[src/btkh_pkg.sv]
// ----------------------------------------------------------------------------
// btkh_pkg: shared types and constants of the bounded top-k heap
// Word layouts, field codes, register indexes and derived widths.
// ----------------------------------------------------------------------------
package btkh_pkg;

  // largest number of values the heap can keep
  localparam int MAX_KEEP = 32;

  // heap position and fill widths
  localparam int IDX_W  = (MAX_KEEP > 1) ? $clog2(MAX_KEEP) : 1;
  localparam int FILL_W = $clog2(MAX_KEEP + 1);
  // child index width: 2*pos+2 must fit
  localparam int CH_W   = IDX_W + 2;

  localparam int VAL_W  = 32;
  localparam int KIND_W = 2;

  // configuration port
  localparam int CFG_IDX_W  = 1;
  localparam int CFG_DATA_W = 6;
  localparam int KC_W       = 6;

  localparam logic [CFG_IDX_W-1:0] CFG_KEEP_COUNT = 1'd0;
  localparam logic [CFG_IDX_W-1:0] CFG_SELECT_MAX = 1'd1;

  // command kinds
  localparam logic [KIND_W-1:0] KIND_ADD   = 2'd0;
  localparam logic [KIND_W-1:0] KIND_READ  = 2'd1;
  localparam logic [KIND_W-1:0] KIND_CLEAR = 2'd2;

  typedef struct packed {
    logic [KIND_W-1:0]       kind;
    logic signed [VAL_W-1:0] value;
    logic                    is_null;
  } in_word_t;

  typedef struct packed {
    logic signed [VAL_W-1:0] kept_value;
    logic                    last_one;
    logic                    none_kept;
  } out_word_t;

endpackage

[src/bounded_top_k_min_max_heap_top.sv]
// ----------------------------------------------------------------------------
// bounded_top_k_min_max_heap_top: keeps the N best signed values seen
// Binary heap with the worst kept value at the root; sorted read out.
// ----------------------------------------------------------------------------
// Usage:
//   A command word is taken at a clock edge with start high and busy low.
//   Kinds: add a value (ignored when null), read out, clear.
//   Results appear on res_word_o for one cycle each, marked by res_valid_o;
//   the receiver takes every result and cannot stall the block.
//   Command steps:
//     clear empties the heap; null add and unused kind change nothing.
//     add while not full: the value climbs from the next free slot.
//     add when full: the root is tested first; a replacing value then
//     sifts down level by level and settles.
//     read of n values: n inserts into a scratch heap, then n extracts,
//     all but the last followed by a resift; one result per extract.
//     An empty read gives one result flagged none_kept the next cycle.
//   All of this goes through one storage array (one write port, two
//   registered read ports) and one shared compare unit, one level a step.
//   Reset empties the heap, keep_count = 1, select_max = 0.
//   The user must write configuration through cfg_we_i only while the block is idle; the block does not enforce this.
// ----------------------------------------------------------------------------
module bounded_top_k_min_max_heap_top (
  input  logic                                clk_i,
  input  logic                                rst_ni,
  input  logic                                start,
  output logic                                busy,
  input  btkh_pkg::in_word_t                  in_word_i,
  output logic                                res_valid_o,
  output btkh_pkg::out_word_t                 res_word_o,
  input  logic                                cfg_we_i,
  input  logic [btkh_pkg::CFG_IDX_W-1:0]      cfg_idx_i,
  input  logic [btkh_pkg::CFG_DATA_W-1:0]     cfg_data_i
);

  localparam int IDX_W  = btkh_pkg::IDX_W;
  localparam int FILL_W = btkh_pkg::FILL_W;
  localparam int CH_W   = btkh_pkg::CH_W;
  localparam int VAL_W  = btkh_pkg::VAL_W;
  localparam int ADDR_W = IDX_W + 1;
  localparam int DEPTH  = 2 * btkh_pkg::MAX_KEEP;

  // sequencer states
  localparam logic [3:0] S_IDLE    = 4'd0;
  localparam logic [3:0] S_ADD_CHK = 4'd1;
  localparam logic [3:0] S_UP_RD   = 4'd2;
  localparam logic [3:0] S_UP_CMP  = 4'd3;
  localparam logic [3:0] S_DN_RD   = 4'd4;
  localparam logic [3:0] S_DN_CMPL = 4'd5;
  localparam logic [3:0] S_DN_CMPR = 4'd6;
  localparam logic [3:0] S_CP_RD   = 4'd7;
  localparam logic [3:0] S_CP_LD   = 4'd8;
  localparam logic [3:0] S_EX_RD   = 4'd9;
  localparam logic [3:0] S_EX_OUT  = 4'd10;

  // what a finished sift returns to
  localparam logic [1:0] CTX_ADD  = 2'd0;
  localparam logic [1:0] CTX_COPY = 2'd1;
  localparam logic [1:0] CTX_EXTR = 2'd2;

  // region of the storage array: kept heap or scratch sort heap
  localparam logic REG_HEAP    = 1'b0;
  localparam logic REG_SCRATCH = 1'b1;

  logic [3:0]                 state_q, state_d;
  logic [1:0]                 ctx_q, ctx_d;
  logic                       region_q, region_d;
  logic signed [VAL_W-1:0]    cur_q, cur_d;
  logic [IDX_W-1:0]           pos_q, pos_d;
  logic signed [VAL_W-1:0]    best_val_q, best_val_d;
  logic [IDX_W-1:0]           best_idx_q, best_idx_d;
  logic [FILL_W-1:0]          fill_q, fill_d;
  logic [FILL_W-1:0]          sfill_q, sfill_d;
  logic [FILL_W-1:0]          cnt_q, cnt_d;
  logic [btkh_pkg::KC_W-1:0]  keep_count_q;
  logic                       select_max_q;
  logic                       res_valid_q, res_valid_d;
  btkh_pkg::out_word_t        res_word_q, res_word_d;

  // storage array and its ports
  logic signed [VAL_W-1:0]    mem_q [DEPTH];
  logic signed [VAL_W-1:0]    rd_a_q, rd_b_q;
  logic                       ren_a, ren_b, we;
  logic [ADDR_W-1:0]          raddr_a, raddr_b, waddr;
  logic signed [VAL_W-1:0]    wdata;

  // compare unit hookup
  logic signed [VAL_W-1:0]    cmp_a, cmp_b;
  logic                       cmp_best_first;
  logic                       cmp_before;

  // derived values
  logic [FILL_W-1:0]          limit;
  logic [FILL_W-1:0]          heap_n;
  logic [IDX_W-1:0]           parent;
  logic [CH_W-1:0]            child_l, child_r, n_ext;
  logic [FILL_W-1:0]          cnt_inc;
  logic [FILL_W-1:0]          sfill_dec;
  logic                       accept;

  assign accept = start && (state_q == S_IDLE);
  assign busy   = (state_q != S_IDLE);

  // clamp keep_count into 1..MAX_KEEP
  always_comb begin
    if (keep_count_q == '0) begin
      limit = FILL_W'(1);
    end else if (int'(keep_count_q) > btkh_pkg::MAX_KEEP) begin
      limit = FILL_W'(btkh_pkg::MAX_KEEP);
    end else begin
      limit = FILL_W'(keep_count_q);
    end
  end

  assign heap_n    = (region_q == REG_SCRATCH) ? sfill_q : fill_q;
  assign parent    = (pos_q - IDX_W'(1)) >> 1;
  assign child_l   = (CH_W'(pos_q) << 1) + CH_W'(1);
  assign child_r   = child_l + CH_W'(1);
  assign n_ext     = CH_W'(heap_n);
  assign cnt_inc   = cnt_q + FILL_W'(1);
  assign sfill_dec = sfill_q - FILL_W'(1);

  // compare operand selection
  always_comb begin
    cmp_a          = cur_q;
    cmp_b          = rd_a_q;
    cmp_best_first = region_q;
    unique case (state_q)
      S_ADD_CHK: begin
        cmp_best_first = 1'b1;
      end
      S_DN_CMPL: begin
        cmp_a = rd_a_q;
        cmp_b = cur_q;
      end
      S_DN_CMPR: begin
        cmp_a = rd_b_q;
        cmp_b = best_val_q;
      end
      default: begin
      end
    endcase
  end

  btkh_cmp u_cmp (
    .a_i          (cmp_a),
    .b_i          (cmp_b),
    .select_max_i (select_max_q),
    .best_first_i (cmp_best_first),
    .before_o     (cmp_before)
  );

  // sequencer
  always_comb begin
    state_d     = state_q;
    ctx_d       = ctx_q;
    region_d    = region_q;
    cur_d       = cur_q;
    pos_d       = pos_q;
    best_val_d  = best_val_q;
    best_idx_d  = best_idx_q;
    fill_d      = fill_q;
    sfill_d     = sfill_q;
    cnt_d       = cnt_q;
    res_valid_d = 1'b0;
    res_word_d  = res_word_q;
    ren_a       = 1'b0;
    ren_b       = 1'b0;
    raddr_a     = '0;
    raddr_b     = '0;
    we          = 1'b0;
    waddr       = {region_q, pos_q};
    wdata       = cur_q;

    unique case (state_q)
      S_IDLE: begin
        if (accept) begin
          unique case (in_word_i.kind)
            btkh_pkg::KIND_ADD: begin
              if (!in_word_i.is_null) begin
                cur_d    = in_word_i.value;
                region_d = REG_HEAP;
                ctx_d    = CTX_ADD;
                if (fill_q < limit) begin
                  // room left: climb from the next free slot
                  pos_d   = fill_q[IDX_W-1:0];
                  fill_d  = fill_q + FILL_W'(1);
                  state_d = S_UP_RD;
                end else begin
                  // full: test against the root first
                  ren_a   = 1'b1;
                  raddr_a = {REG_HEAP, IDX_W'(0)};
                  state_d = S_ADD_CHK;
                end
              end
            end
            btkh_pkg::KIND_READ: begin
              if (fill_q == '0) begin
                res_valid_d           = 1'b1;
                res_word_d.kept_value = '0;
                res_word_d.last_one   = 1'b1;
                res_word_d.none_kept  = 1'b1;
              end else begin
                cnt_d   = '0;
                sfill_d = fill_q;
                ctx_d   = CTX_COPY;
                state_d = S_CP_RD;
              end
            end
            btkh_pkg::KIND_CLEAR: begin
              fill_d = '0;
            end
            default: begin
            end
          endcase
        end
      end

      S_ADD_CHK: begin
        // replace root only when strictly better
        if (cmp_before) begin
          pos_d   = '0;
          state_d = S_DN_RD;
        end else begin
          state_d = S_IDLE;
        end
      end

      S_UP_RD: begin
        if (pos_q == '0) begin
          we = 1'b1;
          state_d = S_IDLE;
        end else begin
          ren_a   = 1'b1;
          raddr_a = {region_q, parent};
          state_d = S_UP_CMP;
        end
      end

      S_UP_CMP: begin
        we = 1'b1;
        if (cmp_before) begin
          // parent moves down into the hole
          wdata   = rd_a_q;
          pos_d   = parent;
          state_d = S_UP_RD;
        end else begin
          state_d = S_IDLE;
        end
      end

      S_DN_RD: begin
        if (child_l >= n_ext) begin
          we = 1'b1;
          state_d = S_IDLE;
        end else begin
          ren_a   = 1'b1;
          raddr_a = {region_q, child_l[IDX_W-1:0]};
          ren_b   = 1'b1;
          raddr_b = {region_q, child_r[IDX_W-1:0]};
          state_d = S_DN_CMPL;
        end
      end

      S_DN_CMPL: begin
        if (cmp_before) begin
          best_val_d = rd_a_q;
          best_idx_d = child_l[IDX_W-1:0];
        end else begin
          best_val_d = cur_q;
          best_idx_d = pos_q;
        end
        state_d = S_DN_CMPR;
      end

      S_DN_CMPR: begin
        logic signed [VAL_W-1:0] w_val;
        logic [IDX_W-1:0]        w_idx;
        w_val = best_val_q;
        w_idx = best_idx_q;
        if ((child_r < n_ext) && cmp_before) begin
          w_val = rd_b_q;
          w_idx = child_r[IDX_W-1:0];
        end
        we = 1'b1;
        if (w_idx == pos_q) begin
          state_d = S_IDLE;
        end else begin
          // child moves up into the hole
          wdata   = w_val;
          pos_d   = w_idx;
          state_d = S_DN_RD;
        end
      end

      S_CP_RD: begin
        ren_a   = 1'b1;
        raddr_a = {REG_HEAP, cnt_q[IDX_W-1:0]};
        state_d = S_CP_LD;
      end

      S_CP_LD: begin
        // insert the copied word into the scratch heap, best at root
        cur_d    = rd_a_q;
        pos_d    = cnt_q[IDX_W-1:0];
        region_d = REG_SCRATCH;
        state_d  = S_UP_RD;
      end

      S_EX_RD: begin
        ren_a   = 1'b1;
        raddr_a = {REG_SCRATCH, IDX_W'(0)};
        ren_b   = 1'b1;
        raddr_b = {REG_SCRATCH, sfill_dec[IDX_W-1:0]};
        state_d = S_EX_OUT;
      end

      S_EX_OUT: begin
        res_valid_d           = 1'b1;
        res_word_d.kept_value = rd_a_q;
        res_word_d.last_one   = (sfill_q == FILL_W'(1));
        res_word_d.none_kept  = 1'b0;
        sfill_d               = sfill_dec;
        if (sfill_q == FILL_W'(1)) begin
          state_d = S_IDLE;
        end else begin
          // last word refills the root and sinks
          cur_d   = rd_b_q;
          pos_d   = '0;
          ctx_d   = CTX_EXTR;
          state_d = S_DN_RD;
        end
      end

      default: begin
        state_d = S_IDLE;
      end
    endcase

    // a sift that ends in IDLE returns to its caller
    if (busy && (state_d == S_IDLE) && (state_q != S_ADD_CHK) &&
        (state_q != S_EX_OUT)) begin
      case (ctx_q)
        CTX_COPY: begin
          cnt_d    = cnt_inc;
          region_d = REG_HEAP;
          if (cnt_inc == fill_q) begin
            region_d = REG_SCRATCH;
            state_d  = S_EX_RD;
          end else begin
            state_d = S_CP_RD;
          end
        end
        CTX_EXTR: begin
          state_d = S_EX_RD;
        end
        default: begin
        end
      endcase
    end
  end

  // control registers
  always_ff @(posedge clk_i or negedge rst_ni) begin
    if (!rst_ni) begin
      state_q      <= S_IDLE;
      ctx_q        <= CTX_ADD;
      region_q     <= REG_HEAP;
      fill_q       <= '0;
      sfill_q      <= '0;
      cnt_q        <= '0;
      res_valid_q  <= 1'b0;
      keep_count_q <= btkh_pkg::KC_W'(1);
      select_max_q <= 1'b0;
    end else begin
      state_q     <= state_d;
      ctx_q       <= ctx_d;
      region_q    <= region_d;
      fill_q      <= fill_d;
      sfill_q     <= sfill_d;
      cnt_q       <= cnt_d;
      res_valid_q <= res_valid_d;
      if (cfg_we_i) begin
        unique case (cfg_idx_i)
          btkh_pkg::CFG_KEEP_COUNT: keep_count_q <= cfg_data_i[btkh_pkg::KC_W-1:0];
          btkh_pkg::CFG_SELECT_MAX: select_max_q <= cfg_data_i[0];
          default: begin
          end
        endcase
      end
    end
  end

  // payload registers
  always_ff @(posedge clk_i) begin
    cur_q      <= cur_d;
    pos_q      <= pos_d;
    best_val_q <= best_val_d;
    best_idx_q <= best_idx_d;
    res_word_q <= res_word_d;
  end

  // storage array: one write port, two registered read ports
  always_ff @(posedge clk_i) begin
    if (we) begin
      mem_q[waddr] <= wdata;
    end
    if (ren_a) begin
      rd_a_q <= mem_q[raddr_a];
    end
    if (ren_b) begin
      rd_b_q <= mem_q[raddr_b];
    end
  end

  assign res_valid_o = res_valid_q;
  assign res_word_o  = res_word_q;

endmodule

[src/btkh_cmp.sv]
// ----------------------------------------------------------------------------
// btkh_cmp: shared ordering unit
// Tells whether value a belongs above value b in the active heap order.
// ----------------------------------------------------------------------------
module btkh_cmp (
  input  logic signed [btkh_pkg::VAL_W-1:0] a_i,
  input  logic signed [btkh_pkg::VAL_W-1:0] b_i,
  input  logic                              select_max_i,
  input  logic                              best_first_i,
  output logic                              before_o
);

  logic a_better;
  logic b_better;

  // strict "better" in both directions
  assign a_better = select_max_i ? (a_i > b_i) : (a_i < b_i);
  assign b_better = select_max_i ? (b_i > a_i) : (b_i < a_i);

  // best_first: root holds the best value, otherwise the worst
  assign before_o = best_first_i ? a_better : b_better;

endmodule
[config.mk]
export PLATFORM = sky130hd
export DESIGN_NAME = bounded_top_k_min_max_heap_top
export DESIGN_NICKNAME = d
export VERILOG_FILES = /design/src/btkh_pkg.sv /design/src/bounded_top_k_min_max_heap_top.sv /design/src/btkh_cmp.sv
export SDC_FILE = /design/constraint.sdc
export NUM_CORES = 2
export LEC_CHECK = 0
export BUFFER_PORTS_ARGS = -buffer_cell sky130_fd_sc_hd__buf_2
export CORE_AREA = 5 5 497 499
export DETAILED_ROUTE_END_ITERATION = 10
export DIE_AREA = 0 0 502 504
export MAX_ROUTING_LAYER = met4
export PLACE_DENSITY = 0.6
export SLEW_MARGIN = 20
export SYNTH_ARGS = -nofsm -noshare
export SYNTH_HDL_FRONTEND = slang
export SYNTH_SLANG_ARGS = --single-unit
[constraint.sdc]
create_clock -name clk_i -period 10.65 [get_ports clk_i]
set_clock_uncertainty 0.2 [all_clocks]
set_input_delay 0 -clock clk_i [delete_from_list [all_inputs] [get_ports clk_i]]
set_output_delay 0 -clock clk_i [all_outputs]
set_load 0.01 [all_outputs]
==> summary.md <==
| Metric | Value |
|---|---|
| Run status | `finished, final reports clean` |
| Worst path cell trace | `nand2b_1 > nor2_4 > buf_4 > buf_4 > a22o_1 > a21oi_1 > ha_1 > and4_1 > nor4bb_1 > o41ai_1 > a31oi_1 > or2_4 > buf_4 > a211o_1 > o211ai_4 > buf_12 > o211ai_1 > buf_4` |
| Final setup fails | `0` |
| Post-Syn Area | `0.111 mm²` |
| Drt pass-1 iters | `6` |
| Clock network fraction of total power | `0.246` |
| Worst path max stage delay | `0.85 ns` |
| Fmax | `121 MHz` |
| Largest net degree at the start of global routing | `125` |
| Starting density of the core | `0.458` |
| Reg area | `0.0675 mm²` |
| Register area share after synthesis | `0.609` |
| CTS HTree Levels | `4` |
| Routed Antenna Nets | `0` |
| Final Hold Fails | `0` |
| Hold WC Path Type | `primary input to flop` |
| Seq pwr share | `0.352` |
| RR Endpoint | `mem_q[19][10]` |
| Vias per std cell | `6.87` |
| Period utilisation layout | `0.777` |
| CTS tree | `built` |
| Area grow syn2layout | `11.8%` |
| Internal power | `0.0205 W` |
| Power per cell area | `276 mW/mm²` |
| DRC violations left | `0` |
| TritonCTS Sinks | `2,253` |
| CTS clk-pin slew, worst paths | `0.06 ns` |
| Largest delay share family, worst path | `buffers and inverters` |
| Syn Nets | `8,410` |
| Max cap viols | `0` |
| Final setup TNS | `0 ns` |
| Die area | `0.253 mm²` |
| WP buf/inv | `5` |
| Design area | `0.124 mm²` |
| Netlist cell types | `93` |
| Worst Path Arrival | `8.67 ns` |
| Design Power | `0.0342 W` |
| First-pass GRT wire length | `592,000 µm` |
| # port buffers | `81` |
| Layout cells sized above 1 | `0.179` |
| Asr flop ratio synth | `0.0146` |
| Inst Count DP | `11,200` |
| Die W | `502 µm` |
| Number of flops mapped to enable cells by yosys | `2,220` |
| Initial antenna violation count | `19` |
| Crit path max fanout | `65` |
| Drt total wl | `428,000 µm` |
| Synthesis-stage register bit count | `2,253` |
| Area of the multi-input gates | `0.0406 mm²` |
| Critical path's most frequent cell | `buf_4` |
| Core Rows | `181` |
| Io pins | `82` |
| Post-CTS setup buffer count | `0` |
| Slew Viols, Final | `0` |
| Avg Inst Size Synth | `13.3 µm²` |
| Fillers | `20,000` |
| Gate Count Post-Synth | `8,307` |
| RSZ-0062 raised after global routing | `no` |
| Total CTS buffers | `231` |
| Grt ovf | `0` |
| Dpl cell area | `0.115 mm²` |
| Slew at the pin closest to its max-slew limit | `1.25 ns` |
| Peak ir drop on the vdd network | `404 µV` |
| Endpoint class of the critical path | `flop` |
| Vias | `80,500` |
| Initial DRC count | `12,600` |
| Die H | `504 µm` |
| FF-to-FF setup slack | `2.38 ns` |
| Root buffer cell | `clkbuf_16` |
| Setup CP Type | `flop to flop` |
| Worst-Skew Late Latency | `0.91 ns` |
| Leakage power | `41.9 nW` |
| CP Launch Point | `state_q[2]` |
| CTS Buffer Depth | `3` |
| Routability congestion estimate | `0.928` |
| Vias in the first global route | `75,800` |
| Cell Count, Final, Fillers Out | `11,700` |
| Warnings from Yosys | `0` |
| Crit-path slowest cell | `buf_4` |
| Critical Path RT | `11.05 ns` |
| Post-layout util | `0.512` |
| Core area | `0.242 mm²` |
| Startpoint types | `flop` |
| Sw frac | `0.402` |
| Worst Setup EP | `mem_q[19][10]` |
| DP Wirelength | `237,000 µm` |
| Tmin final | `8.27 ns` |
| WL/cell | `36.5 µm` |
| Gate power share | `0.402` |
| Post-synth top flop | `edfxtp_1` |
| Origin of the critical flop-to-flop path | `state_q[2]` |
| GRT Resource Usage Total | `0.341` |
| Net count reported at finish | `8,396` |
| Register-to-Register Path Depth | `18` |
| Max-slew headroom | `0.167` |
| Cell count along the critical path | `18` |
| Psw | `0.0138 W` |
==> tightest hold or removal path, stage by stage <==
cell and delay (ns):
dlygate4sd3_1 0.52, buf_2 0.16, or4_1 0.36, nand2_1 0.08
==> metal layers <==
metal  up-vias  wire length, µm  track usage
met2      6348           186000        0.486
li1      32200                -            -
met4         0            26100        0.172
met3      1352            60400        0.104
met1     40600           155000        0.442
met5         -                0            -
==> layout by cell type (no fill, tap or decap), types with 172 or more instances in the layout <==
master	count
a311oi_1	268
and3_1	180
buf_4	203
clkbuf_16	238
edfxtp_1	2220
mux2_2	172
mux2i_1	369
mux4_2	546
nand2_1	2043
nand3_1	789
o211ai_1	172
==> kinds of logic (layout without fill, tap and decap cells) <==
group / Yosys count / count (layout) / synth area share
flip-flops: 2253 / 2253 / 0.609
other: 0 / 27 / 0
adder cells (fa/ha/maj): 57 / 57 / 0.00644
AND/OR/NAND/NOR: 3286 / 3286 / 0.127
multiplexers: 1087 / 1087 / 0.162
AO/OA/AOI/OAI: 898 / 898 / 0.0626
buffers and inverters: 700 / 887 / 0.0304
XOR/XNOR: 26 / 26 / 0.00206
==> per-stage QoR <==
stage | hold WS (ns) | worst slack, ns
detailed placement | -0.0880 | 2.57
floorplan | -0.496 | 3.29
CTS | 0.00694 | 2.53
global placement | -0.0996 | 2.68
finish | 0.0740 | 2.38
global route | 0.0949 | 2.10
==> power by group through the flow <==
stage               Sequential [W]  Clock (W)  Combinational, W
global route                0.0120    0.00883            0.0144
detailed placement          0.0122          0            0.0133
global placement            0.0122          0            0.0131
finish                      0.0120    0.00841            0.0138
CTS                         0.0120    0.00846            0.0134
floorplan                   0.0118          0           0.00872
==> cells in the mapped netlist (all sizes together), types with 14 or more instances <==
| master | instances | area (µm²) |
|---|---|---|
| edfxtp | 2220 | 66700 |
| nand2 | 2045 | 7680 |
| nand3 | 791 | 3960 |
| mux4 | 546 | 12300 |
| buf | 462 | 2480 |
| mux2i | 369 | 3690 |
| a311oi | 268 | 2350 |
| clkbuf | 211 | 792 |
| and3 | 181 | 1140 |
| o211ai | 173 | 1300 |
| mux2 | 172 | 1940 |
| nor2 | 154 | 586 |
| a21oi | 132 | 672 |
| ha | 57 | 713 |
| a31oi | 43 | 290 |
| nand4 | 41 | 257 |
| o21ai | 40 | 204 |
| a22oi | 36 | 284 |
| a22o | 34 | 298 |
| dfrtp | 32 | 801 |
| a211oi | 28 | 210 |
| inv | 26 | 97.6 |
| o311ai | 23 | 201 |
| nor3 | 22 | 115 |
| a311o | 17 | 170 |
| xor2 | 16 | 140 |
| o31a | 14 | 123 |
==> flip-flops by register name, summed over array words and instances (netlist names) <==
register and count:
mem_q 2048, res_word_o 34, best_val_q 32, cur_q 32, rd_a_q 32, rd_b_q 32, cnt_q 6, fill_q 6
keep_count_q 6, sfill_q 6, best_idx_q 5, pos_q 5, state_q 4, ctx_q 2, region_q 1, res_valid_o 1
select_max_q 1
==> how the worst min path moves through the flow <==
stage | from | end | slack (ns) | depth (start not counted)
floorplan | rst_ni | cnt_q[0] | -0.50 | 0
global placement | rst_ni | select_max_q | -0.1 | 1
detailed placement | rst_ni | keep_count_q[3] | -0.09 | 1
CTS | in_word_i[34] | ctx_q[0] | 0.007 | 4
global route | in_word_i[34] | ctx_q[0] | 0.09 | 4
finish | in_word_i[34] | ctx_q[0] | 0.07 | 4
==> cell type report <==
class / count / share of cell area
Tap cell: 3202 / 0.0323
Timing Repair Buffer: 426 / 0.0303
Sequential cell: 2253 / 0.545
Inverter: 27 / 0.000818
Clock inverter: 165 / 0.0141
Antenna cell: 27 / 0.000545
Multi-Input combinational cell: 5354 / 0.328
Clock buffer: 269 / 0.0490
==> repair_timing <==
item,4_1_cts,5_1_grt
gates resized for setup,0,0
hold buffers,104,0
endpoints found under the setup margin,0,0
endpoints found under the hold margin,191,0
No activity file was read; power rests on OpenSTA's default activity.
